**config.mk**
```make
export PLATFORM = sky130hd
export DESIGN_NAME = timeout_counter_pool
export DESIGN_NICKNAME = d
export VERILOG_FILES = /design/src/design/tcp_pkg.sv /design/src/design/timeout_counter_pool.sv /design/src/design/tcp_ctrl.sv /design/src/design/tcp_datapath.sv
export SDC_FILE = /design/constraint.sdc
export NUM_CORES = 1
export LEC_CHECK = 0
export ABC_CLOCK_PERIOD_IN_PS = 4800
export BUFFER_PORTS_ARGS = -buffer_cell sky130_fd_sc_hd__buf_2
export CORE_MARGIN = 5
export CORE_UTILIZATION = 50
export DETAILED_ROUTE_END_ITERATION = 12
export PLACE_DENSITY = 0.73
export SETUP_SLACK_MARGIN = 0.15
export SYNTH_ARGS = -nofsm -noshare
export SYNTH_HDL_FRONTEND = slang
export SYNTH_SLANG_ARGS = --single-unit
```
**constraint.sdc**
```tcl
create_clock -name clk -period 4.8 [get_ports clk]
set_clock_uncertainty 0.15 [all_clocks]
set_input_delay 0.24 -clock clk [delete_from_list [all_inputs] [get_ports clk]]
set_output_delay 0.24 -clock clk [all_outputs]
set_load 0.02 [all_outputs]
```
**src/design/tcp_pkg.sv**
```systemverilog
// ----------------------------------------------------------------------------
// tcp_pkg
// Types and codes shared by the timeout counter pool controller, datapath
// and top level.
// ----------------------------------------------------------------------------
package tcp_pkg;

  // Operation codes
  localparam logic [2:0] OP_TICK    = 3'd0;
  localparam logic [2:0] OP_ALLOC   = 3'd1;
  localparam logic [2:0] OP_RELEASE = 3'd2;
  localparam logic [2:0] OP_QUERY   = 3'd3;
  localparam logic [2:0] OP_SET     = 3'd4;

  // Input beat
  typedef struct packed {
    logic [2:0]  operation;
    logic [4:0]  counter_handle;
    logic [15:0] tick_count;
  } tcp_in_t;

  // Output beat
  typedef struct packed {
    logic [4:0]  handle_out;
    logic        success;
    logic [15:0] counter_value;
    logic        is_expired;
  } tcp_out_t;

  // Controller states
  typedef enum logic [7:0] {
    S_IDLE    = 8'b0000_0001,
    S_DECODE  = 8'b0000_0010,
    S_TICK_RD = 8'b0000_0100,
    S_TICK_WR = 8'b0000_1000,
    S_ALLOC   = 8'b0001_0000,
    S_ACC_RD  = 8'b0010_0000,
    S_ACC_WR  = 8'b0100_0000,
    S_RESULT  = 8'b1000_0000
  } tcp_state_t;

  // Controller to datapath
  typedef struct packed {
    logic capture;     // take the input beat, clear index and result
    logic sel_handle;  // address the counter named by the handle
    logic idx_inc;     // step the walk index
    logic tick_wr;     // write back the decremented counter
    logic alloc_chk;   // claim the slot at the index if it is free
    logic acc_wr;      // finish release, query or set
    logic mark_exp;    // no-handle answer
    logic out_load;    // move the result into the output register
  } tcp_cmd_t;

  // Datapath to controller
  typedef struct packed {
    logic [2:0] op;
    logic       handle_ok;
    logic       idx_last;
    logic       cur_free;
    logic       out_free;
  } tcp_status_t;

endpackage

```
**src/design/timeout_counter_pool.sv**
```systemverilog
// ----------------------------------------------------------------------------
// timeout_counter_pool
// Pool of down-counting timeout counters with handle allocation.
// ----------------------------------------------------------------------------
// One operation is taken at a time and each gives exactly one output beat.
// Counters live in a single-port memory with registered read, so tick,
// release, query and set read a counter in a read state before a write
// state acts on it. Tick walks every counter, allocate scans the free flags
// one per cycle and stops at the lowest free slot or at the last slot,
// release, query and set touch only the counter named by the handle, and
// no-handle and unknown operations touch no counter. A finished result sits
// in the output register, and the next beat is accepted while it waits;
// work stalls only when a new result is ready and the previous one has not
// been taken. No clearing pass follows reset.
// ----------------------------------------------------------------------------
module timeout_counter_pool #(
  parameter int NUM_COUNTERS = 16,
  parameter int COUNT_WIDTH  = 16
) (
  input  logic              clk,
  input  logic              rst,
  input  logic              in_valid,
  output logic              in_stall,
  input  tcp_pkg::tcp_in_t  in_data,
  output logic              out_valid,
  input  logic              out_stall,
  output tcp_pkg::tcp_out_t out_data
);
  import tcp_pkg::*;

  tcp_cmd_t    cmd;
  tcp_status_t status;

  // Sequencer
  tcp_ctrl u_ctrl (
    .clk      (clk),
    .rst      (rst),
    .in_valid (in_valid),
    .in_stall (in_stall),
    .status   (status),
    .cmd      (cmd)
  );

  // Storage and result path
  tcp_datapath #(
    .NUM_COUNTERS (NUM_COUNTERS),
    .COUNT_WIDTH  (COUNT_WIDTH)
  ) u_datapath (
    .clk       (clk),
    .rst       (rst),
    .in_data   (in_data),
    .cmd       (cmd),
    .status    (status),
    .out_stall (out_stall),
    .out_valid (out_valid),
    .out_data  (out_data)
  );

endmodule

```
**src/design/tcp_ctrl.sv**
```systemverilog
// ----------------------------------------------------------------------------
// tcp_ctrl
// Sequencer for the timeout counter pool: decodes the operation and walks
// the counters for tick and allocate.
// ----------------------------------------------------------------------------
module tcp_ctrl (
  input  logic                 clk,
  input  logic                 rst,
  input  logic                 in_valid,
  output logic                 in_stall,
  input  tcp_pkg::tcp_status_t status,
  output tcp_pkg::tcp_cmd_t    cmd
);
  import tcp_pkg::*;

  tcp_state_t state, state_next;

  assign in_stall = (state != S_IDLE);

  // Next state and commands
  always_comb begin
    state_next = state;
    cmd        = '0;
    case (state)
      S_IDLE: begin
        if (in_valid) begin
          cmd.capture = 1'b1;
          state_next  = S_DECODE;
        end
      end
      S_DECODE: begin
        case (status.op)
          OP_TICK:  state_next = S_TICK_RD;
          OP_ALLOC: state_next = S_ALLOC;
          OP_RELEASE, OP_QUERY, OP_SET: begin
            if (status.handle_ok) begin
              state_next = S_ACC_RD;
            end else begin
              cmd.mark_exp = 1'b1;
              state_next   = S_RESULT;
            end
          end
          default: state_next = S_RESULT;
        endcase
      end
      S_TICK_RD: state_next = S_TICK_WR;
      S_TICK_WR: begin
        cmd.tick_wr = 1'b1;
        if (status.idx_last) begin
          state_next = S_RESULT;
        end else begin
          cmd.idx_inc = 1'b1;
          state_next  = S_TICK_RD;
        end
      end
      S_ALLOC: begin
        cmd.alloc_chk = 1'b1;
        if (status.cur_free || status.idx_last) begin
          state_next = S_RESULT;
        end else begin
          cmd.idx_inc = 1'b1;
        end
      end
      S_ACC_RD: begin
        cmd.sel_handle = 1'b1;
        state_next     = S_ACC_WR;
      end
      S_ACC_WR: begin
        cmd.sel_handle = 1'b1;
        cmd.acc_wr     = 1'b1;
        state_next     = S_RESULT;
      end
      S_RESULT: begin
        if (status.out_free) begin
          cmd.out_load = 1'b1;
          state_next   = S_IDLE;
        end
      end
      default: state_next = S_IDLE;
    endcase
  end

  always_ff @(posedge clk) begin
    if (rst) begin
      state <= S_IDLE;
    end else begin
      state <= state_next;
    end
  end

  // A finished result waits while the output register is held
  a_result_hold: assert property (@(posedge clk) disable iff (rst)
    (state == S_RESULT && !status.out_free) |=> (state == S_RESULT))
    else $error("result dropped while output stalled");

  // Counter access only for a handle inside the pool
  a_acc_handle: assert property (@(posedge clk) disable iff (rst)
    (state == S_ACC_RD) |-> status.handle_ok)
    else $error("counter access with no handle");

endmodule

```
**src/design/tcp_datapath.sv**
```systemverilog
// ----------------------------------------------------------------------------
// tcp_datapath
// Counter memory, free and written flags, walk index, result staging and
// the output register of the timeout counter pool.
// ----------------------------------------------------------------------------
module tcp_datapath #(
  parameter int NUM_COUNTERS = 16,
  parameter int COUNT_WIDTH  = 16
) (
  input  logic                 clk,
  input  logic                 rst,
  input  tcp_pkg::tcp_in_t     in_data,
  input  tcp_pkg::tcp_cmd_t    cmd,
  output tcp_pkg::tcp_status_t status,
  input  logic                 out_stall,
  output logic                 out_valid,
  output tcp_pkg::tcp_out_t    out_data
);
  import tcp_pkg::*;

  localparam int IDX_W = (NUM_COUNTERS > 1) ? $clog2(NUM_COUNTERS) : 1;
  localparam logic [4:0] NO_HANDLE = 5'(NUM_COUNTERS);
  localparam logic [IDX_W-1:0] IDX_LAST = IDX_W'(NUM_COUNTERS - 1);

  // Captured operation
  logic [2:0]             op_q;
  logic [4:0]             handle_q;
  logic [COUNT_WIDTH-1:0] load_q;

  // Walk index and counter address
  logic [IDX_W-1:0] idx;
  logic [IDX_W-1:0] addr;

  // Counter storage: entries never written since reset read as zero
  logic [COUNT_WIDTH-1:0] mem [NUM_COUNTERS];
  logic [NUM_COUNTERS-1:0] written;
  logic [NUM_COUNTERS-1:0] slot_free;
  logic [COUNT_WIDTH-1:0] rd_data;
  logic                   rd_written;
  logic [COUNT_WIDTH-1:0] cur_val;

  // Write port
  logic                   we;
  logic [COUNT_WIDTH-1:0] wdata;
  logic                   alloc_hit;
  logic                   rel_hit;
  logic [COUNT_WIDTH-1:0] load_nz;

  // Result staging
  logic [4:0]  res_hout;
  logic        res_ok;
  logic [15:0] res_val;
  logic        res_exp;

  assign addr      = cmd.sel_handle ? IDX_W'(handle_q) : idx;
  assign cur_val   = rd_written ? rd_data : '0;
  assign load_nz   = (load_q == '0) ? COUNT_WIDTH'(1) : load_q;
  assign alloc_hit = cmd.alloc_chk && slot_free[addr];
  assign rel_hit   = cmd.acc_wr && (op_q == OP_RELEASE);

  assign status.op        = op_q;
  assign status.handle_ok = (32'(handle_q) < NUM_COUNTERS);
  assign status.idx_last  = (idx == IDX_LAST);
  assign status.cur_free  = slot_free[addr];
  assign status.out_free  = !out_valid || !out_stall;

  // Write data select
  always_comb begin
    we    = 1'b0;
    wdata = '0;
    if (cmd.tick_wr) begin
      we    = (cur_val != '0);
      wdata = cur_val - COUNT_WIDTH'(1);
    end else if (alloc_hit) begin
      we    = 1'b1;
      wdata = load_nz;
    end else if (cmd.acc_wr && op_q == OP_SET) begin
      we    = 1'b1;
      wdata = load_q;
    end
  end

  // Captured fields and walk index
  always_ff @(posedge clk) begin
    if (cmd.capture) begin
      op_q     <= in_data.operation;
      handle_q <= in_data.counter_handle;
      load_q   <= COUNT_WIDTH'(in_data.tick_count);
    end
    if (cmd.capture) begin
      idx <= '0;
    end else if (cmd.idx_inc) begin
      idx <= idx + IDX_W'(1);
    end
  end

  // Counter memory, registered read
  always_ff @(posedge clk) begin
    if (we) begin
      mem[addr] <= wdata;
    end
    rd_data <= mem[addr];
  end

  // Written and free flags
  always_ff @(posedge clk) begin
    if (rst) begin
      written    <= '0;
      slot_free  <= '1;
      rd_written <= 1'b0;
    end else begin
      rd_written <= written[addr];
      if (we) begin
        written[addr] <= 1'b1;
      end else if (rel_hit) begin
        written[addr] <= 1'b0;
      end
      if (alloc_hit) begin
        slot_free[addr] <= 1'b0;
      end else if (rel_hit) begin
        slot_free[addr] <= 1'b1;
      end
    end
  end

  // Result staging
  always_ff @(posedge clk) begin
    if (cmd.capture) begin
      res_hout <= NO_HANDLE;
      res_ok   <= 1'b0;
      res_val  <= '0;
      res_exp  <= 1'b0;
    end else begin
      if (cmd.mark_exp) begin
        res_exp <= 1'b1;
      end
      if (alloc_hit) begin
        res_hout <= 5'(addr);
        res_ok   <= 1'b1;
      end
      if (cmd.acc_wr) begin
        case (op_q)
          OP_QUERY: begin
            res_val <= 16'(cur_val);
            res_exp <= (cur_val == '0);
          end
          OP_SET:  res_val <= 16'(cur_val);
          default: res_val <= '0;
        endcase
      end
    end
  end

  // Output register
  always_ff @(posedge clk) begin
    if (rst) begin
      out_valid <= 1'b0;
    end else if (cmd.out_load) begin
      out_valid <= 1'b1;
    end else if (!out_stall) begin
      out_valid <= 1'b0;
    end
  end

  always_ff @(posedge clk) begin
    if (cmd.out_load) begin
      out_data.handle_out    <= res_hout;
      out_data.success       <= res_ok;
      out_data.counter_value <= res_val;
      out_data.is_expired    <= res_exp;
    end
  end

  // A result never overwrites a beat still waiting on the output
  a_no_overwrite: assert property (@(posedge clk) disable iff (rst)
    cmd.out_load |-> (!out_valid || !out_stall))
    else $error("output beat overwritten");

  // A claimed slot is no longer free
  a_alloc_claims: assert property (@(posedge clk) disable iff (rst)
    alloc_hit |=> !slot_free[$past(addr)])
    else $error("allocated slot still free");

  // Success always comes with a handle inside the pool
  a_success_handle: assert property (@(posedge clk) disable iff (rst)
    (out_valid && out_data.success) |-> (32'(out_data.handle_out) < NUM_COUNTERS))
    else $error("success with handle outside pool");

endmodule

```
After elaboration in Yosys (flattened, before gate mapping)
Memories as Yosys holds them, arrays and structs flattened. A register that Yosys moved wholly into a read port is not among the register bits.
Index checks and enable logic that the tools add are counted.
- bits in registers: 116
- bits in writable memories: 256
- input port bits: 28
- output and inout bits: 25
- logic and storage cells: 112
- memories: 1
- memories (memory ; depth ; width ; read ports ; clocked after memory_dff ; write ports ; RTL line ; RTL):
    u_datapath.mem ; 16 ; 16 ; 1 ; 1 ; 1 ; tcp_datapath.sv:35 ; logic [COUNT_WIDTH-1:0] mem [NUM_COUNTERS];
- $add $sub $neg: 2
- order comparisons: 3
- equal/unequal tests: 18
- multiplexer cells: 48
- bitwise operators: 5
- reductions and logical operators: 18
- operators by type and width (kind ; number):
    two-way mux 16 bit ; 10
    one-hot mux 8 bit (8 select lines) ; 1
    two-way mux 8 bit ; 5
    bitwise AND 16 bit ; 2
    logical NOT 16 bit ; 2
    bitwise OR 16 bit ; 2
    two-way mux 1 bit ; 26
    one-hot mux 8 bit (3 select lines) ; 1
    inverter 16 bit ; 1
    nonzero test 16 bit ; 1
    subtractor 16 x 1 -> 16 bit (second input constant) ; 1
    binary-select mux 1 bit (select 4 bit) ; 2
    == test 8 x 1 -> 1 bit (second input constant) ; 1
    == test 8 x 2 -> 1 bit (second input constant) ; 1
    == test 8 x 3 -> 1 bit (second input constant) ; 1
    == test 8 x 4 -> 1 bit (second input constant) ; 1
    == test 8 x 5 -> 1 bit (second input constant) ; 1
    == test 8 x 6 -> 1 bit (second input constant) ; 1
    == test 8 x 7 -> 1 bit (second input constant) ; 1
    == test 8 bit (second input constant) ; 1
    inequality test 8 x 1 -> 1 bit (second input constant) ; 1
    == test 3 x 2 -> 1 bit (second input constant) ; 2
    < comparator 4 x 5 -> 1 bit (second input constant) ; 1
    < comparator 5 bit (second input constant) ; 1
    other kinds (18) ; 27

Depth between registers and ports, before layout
- word-level depth: 12
- mapped depth: 11
- mapped depth without buffers: 8

By module
A second synthesis with hierarchy kept.
- cell total of the unflattened synthesis: 1041
- area total of the unflattened synthesis: 15638.7 um2
- by module, submodules not included (module ; times used ; cells an instance ; area each (um2)):
    tcp_datapath ; 1 ; 970 ; 15063.2
    tcp_ctrl ; 1 ; 71 ; 575.6

Worst setup path after synthesis
No wires, ideal clock.
- path type: register to register
- from: reg u_ctrl.state[7]
- to: mem u_datapath.mem[10][0] (enable)
- data arrival time: 3.268 ns
- slack: 1.018 ns
- stages on the path, launching flop included: 10
- buffers on the path: 1
- clock period less this slack: 3.782 ns
- path through: dfxtp_1 > or4_4 > o31a_1 > a21oi_1 > a221oi_1 > or4_4 > nor4_4 > buf_2 > o31ai_1 > inv_1
- cells in the longest elaborated chain, start to end: 11
- RTL lines (item ; RTL line ; RTL):
    from (decl) ; tcp_ctrl.sv:16 ; tcp_state_t state, state_next;
    from (signal assigned) ; tcp_ctrl.sv:87 ; state <= state_next;
    == test 8 x 6 -> 1 bit or == test 8 x 7 -> 1 bit (tied branches) ; tcp_ctrl.sv:24 ; case (state)
    OR reduction 2 bit (no line) ; n/a ;
    two-way mux 1 bit ; tcp_ctrl.sv:24 ;
    two-way mux 4 bit ; tcp_datapath.sv:55 ; assign addr = cmd.sel_handle ? IDX_W'(handle_q) : idx;
    binary-select mux 1 bit (select 4 bit) ; tcp_datapath.sv:58 ; assign alloc_hit = cmd.alloc_chk && slot_free[addr];
    two-way mux 1 bit (not written as such) ; tcp_datapath.sv:58 ;
    logical AND 1 bit ; tcp_datapath.sv:58 ;
    two-way mux 1 bit ; tcp_datapath.sv:74 ; end else if (alloc_hit) begin
    two-way mux 1 bit ; tcp_datapath.sv:71 ; if (cmd.tick_wr) begin
    two-way mux 1 bit ; tcp_datapath.sv:99 ; if (we) begin
    two-way mux 1 bit (not written as such) ; tcp_datapath.sv:100 ; mem[addr] <= wdata;
    to (decl) ; tcp_datapath.sv:35 ;
Several ways; a longest one is shown, not always the timed one. The select of a mux whose other input is x is not followed.

Worst setup path in the final report
- from: reg u_ctrl.state[0]
- to: mem u_datapath.mem[15][14], data pin
- cells in the longest elaborated chain, start to end: 9
- RTL lines (item ; RTL line ; RTL):
    == test 8 x 6 -> 1 bit or == test 8 x 7 -> 1 bit (tied branches) ; tcp_ctrl.sv:24 ;
    OR reduction 2 bit (no line) ; n/a ;
    two-way mux 1 bit ; tcp_ctrl.sv:24 ;
    two-way mux 4 bit ; tcp_datapath.sv:55 ;
    binary-select mux 1 bit (select 4 bit) ; tcp_datapath.sv:58 ;
    two-way mux 1 bit (not written as such) ; tcp_datapath.sv:58 ;
    logical AND 1 bit ; tcp_datapath.sv:58 ;
    two-way mux 16 bit ; tcp_datapath.sv:74 ;
    two-way mux 16 bit * ; tcp_datapath.sv:71 ;
    named net u_datapath.wdata[14] ; tcp_datapath.sv:44 ; logic [COUNT_WIDTH-1:0] wdata;
The timed path passes the listed nets; every way through them passes the cells marked *. The select of a mux whose other input is x is not followed.

==> flow_metrics.tcl <==
set metrics [dict create \
    status "complete, no violations" \
    fin_crit_ns 4.27 \
    numCtsBuffers 39 \
    cts_root_buf "clkbuf_16" \
    final_util 0.588 \
    fillers 2441 \
    final_hold_viol_count 0 \
    synth_nets 1441 \
    pin_count 53 \
    grt_max_degree 99 \
    crit_type "flip-flop to flip-flop" \
    critPathLaunchType "flip-flop" \
    dr.pass1.iters 6 \
    clkTransAtPathRegs_ns 0.06 \
    rsz0062_at_grt "false" \
    wl_per_cell_microns 21.1 \
    grt_pass1_vias 10900 \
    start_util 0.505 \
    coreArea_sq_um 31600 \
    cp-end-kind "flip-flop" \
    ant_nets 0 \
    vias_per_cell 6.04 \
    yosys_warnings 0 \
    wirelength_mm 40.3 \
    seq_area_sq_um 10800 \
    yosysSeqAreaShare 0.677 \
    setup_tns_ns 0 \
    antenna_found_initial 1 \
    cp.required_ns 4.83 \
    initialDrtViolationCount 1340 \
    synthCells 1410 \
    vias 11600 \
    period_share 0.890 \
    maxCapViolCount 0 \
    clock-sinks 388 \
    fin_nets 1512 \
    dieWidth_microns 189 \
    die_area_sq_um 35600 \
    cpPeakStageDelay_ns 0.59 \
    syn_to_final_growth_pct 16.3 \
    cts_tree "done" \
    ys_types 65 \
    max_clock_freq_mhz 234 \
    cpLargestDelayFamily "simple AND/OR/NAND/NOR gates" \
    postCtsSetupRepairBufs 0 \
    portBuffers 52 \
    routabilityCongestion 0.876 \
    grt_pass1_wl_mm 62.1 \
    grt_usage 0.221 \
    slowest_stage "a2bb2oi_1" \
    finalSetupViolCount 0 \
    drive_gt1_frac 0.119 \
    num_rows 65 \
    async_flop_share 0 \
    postCtsHoldBufs 26 \
    grt_overflow 0 \
    hold_class "primary input to flip-flop" \
    cp_max_fo 16 \
    synth_edf_count 303 \
    die_y_microns 189 \
    path_buf_inv 1 \
    synth_ff_type "edfxtp_1" \
    relSlewSlack 0.278 \
    leakagePower_uw 0.00664 \
    worst_slew_pin_slew_ns 1.08 \
    layoutNonFillerInstCount 1916 \
    holdWs_ns 0.133 \
    insertion_delay_ns 0.54 \
    synth_seq_cells 388 \
    drc 0 \
    synthesis.area_sq_um 15900 \
    vdd_drop_max_v 0.000376 \
    clock_path_buffers 3 \
    crit_chain "nor2_1 -> nand3_1 -> a2bb2oi_1 -> a2111oi_0 -> a311o_1 -> nor4_4 -> or2_1 -> buf_12 -> o2bb2ai_1" \
    dp_cells 1816 \
    dp_hpwl_mm 24.0 \
    cp_data_arrival_time_ns 4.30 \
    htree_num_levels 2 \
    synth_area_per_cell_sq_um 11.3 \
    cts-resized-gates 0 \
    slew_viol_final 0 \
    power_density_nw_per_um2 373 \
    multi_input_area_sq_um 4730 \
]
[per-layer routing]
| layer | track usage | vias up | part of all wire |
|---|---|---|---|
| met3 | 0.0409 | 95 | 0.086 |
| met5 | 0 | - | 0 |
| met1 | 0.300 | 5593 | 0.40 |
| met2 | 0.358 | 571 | 0.47 |
| met4 | 0.0835 | 0 | 0.036 |
| li1 | - | 5313 | - |
[path summary, 6_finish.rpt]
| check | start | end | slack [ns] | cells after the start |
|---|---|---|---|---|
| worst min register to register | u_datapath.res_val[6]$_SDFFE_PP0P_ | u_datapath.out_data[7]$_DFFE_PP_ | 0.28 | 0 |
| worst min-delay path | rst | u_datapath.out_valid$_SDFFE_PP0P_ | 0.13 | 2 |
| worst max-delay path | u_ctrl.state[0]$_SDFFE_PP1P_ | u_datapath.mem[15][14]$_DFFE_PP_ | 0.53 | 9 |
| worst max register to register | u_ctrl.state[0]$_SDFFE_PP1P_ | u_datapath.mem[15][14]$_DFFE_PP_ | 0.53 | 9 |
[logic make-up (layout without fill, tap and decap cells)]
logic type,Yosys count,after routing,synth area share
and+or+nand+nor,700,700,0.200
DFF,388,388,0.677
AOI/OAI and AO/OA,184,184,0.0810
buffers and inverters,119,220,0.0289
xor gates and xnor gates,10,10,0.00549
muxes,6,6,0.00455
adders and majority gates,3,3,0.00235
other,0,3,0
[cell type report]
| type | instances | share of cell area |
|---|---|---|
| multi-input cells | 903 | 0.255 |
| well taps | 402 | 0.0271 |
| clock inverters | 21 | 0.0153 |
| inverters | 27 | 0.00547 |
| diodes | 3 | 0.000405 |
| clock buffers | 50 | 0.0582 |
| repair buffers | 122 | 0.0560 |
| flip-flops and latches | 388 | 0.582 |
[Yosys cell counts (all sizes together) (7+ instances only)]
cell	count	area share
a21o	8	0.0038
o31ai	20	0.0094
nand4	18	0.0071
nor2	50	0.012
a31oi	8	0.0031
a221o	14	0.0088
nand2	325	0.076
nor4	11	0.0056
xnor2	9	0.0049
a21oi	44	0.014
dfxtp	85	0.11
o21ai	25	0.0078
buf	24	0.0066
a32oi	8	0.0044
inv	26	0.0061
clkbuf	68	0.016
edfxtp	303	0.57
nor3	22	0.0072
or2	7	0.0027
a22oi	15	0.0071
nand3	226	0.071
[flip-flops by register name (all words and copies together), names as in the netlist, named ones only]
signal / cells
u_datapath.idx: 4
u_datapath.mem: 256
u_datapath.out_data: 23
u_datapath.op_q: 3
u_datapath.res_exp: 1
u_datapath.res_hout: 5
u_datapath.res_ok: 1
u_datapath.rd_data: 16
u_datapath.rd_written: 1
u_datapath.out_valid: 1
u_datapath.load_q: 16
u_datapath.handle_q: 5
u_datapath.res_val: 16
u_ctrl.state: 8
[placed cells by master, fill, tap and decap left out, drive strengths merged, types with 4 or more instances in the layout]
cell and instances:
nand2b 5, mux2i 5, clkinv 14, a22oi 15, or4 6, a22o 4, a211oi 4, nor2b 4
buf 96, or2 7, a21o 8, xnor2 9, clkbuf 50, a21oi 44, nor2 50, o31ai 20
a221o 14, o21ai 25, nor4 11, o2bb2ai 6, a211o 4, nor3 22, nand3 226, a31oi 8
a32oi 8, or3 5, nand4 18, and3 6, dfxtp 85, nand2 325, inv 26, nand3b 5
edfxtp 303, bufinv 6, dlygate4sd3 26
[per-stage QoR]
| step | instance area [sq um] | setup WS, ns | power (uW) |
|---|---|---|---|
| after global placement | 16900 | 0.733 | 3780 |
| after global routing | 18500 | 0.154 | 7100 |
| after detailed placement | 16900 | 0.636 | 3780 |
| after floorplan | 15900 | 1.02 | 3740 |
| final | 18500 | 0.528 | 6910 |
| after CTS | 18500 | 0.636 | 6930 |
[power breakdown]
group / total, uW / internal (uW) / switching (uW)
clock: 3180 / 1920 / 1250
sequential: 3630 / 3600 / 25.3
combinational: 103 / 41.1 / 61.5
total: 6910 / 5570 / 1340
Power figures use the tool's default switching activity.
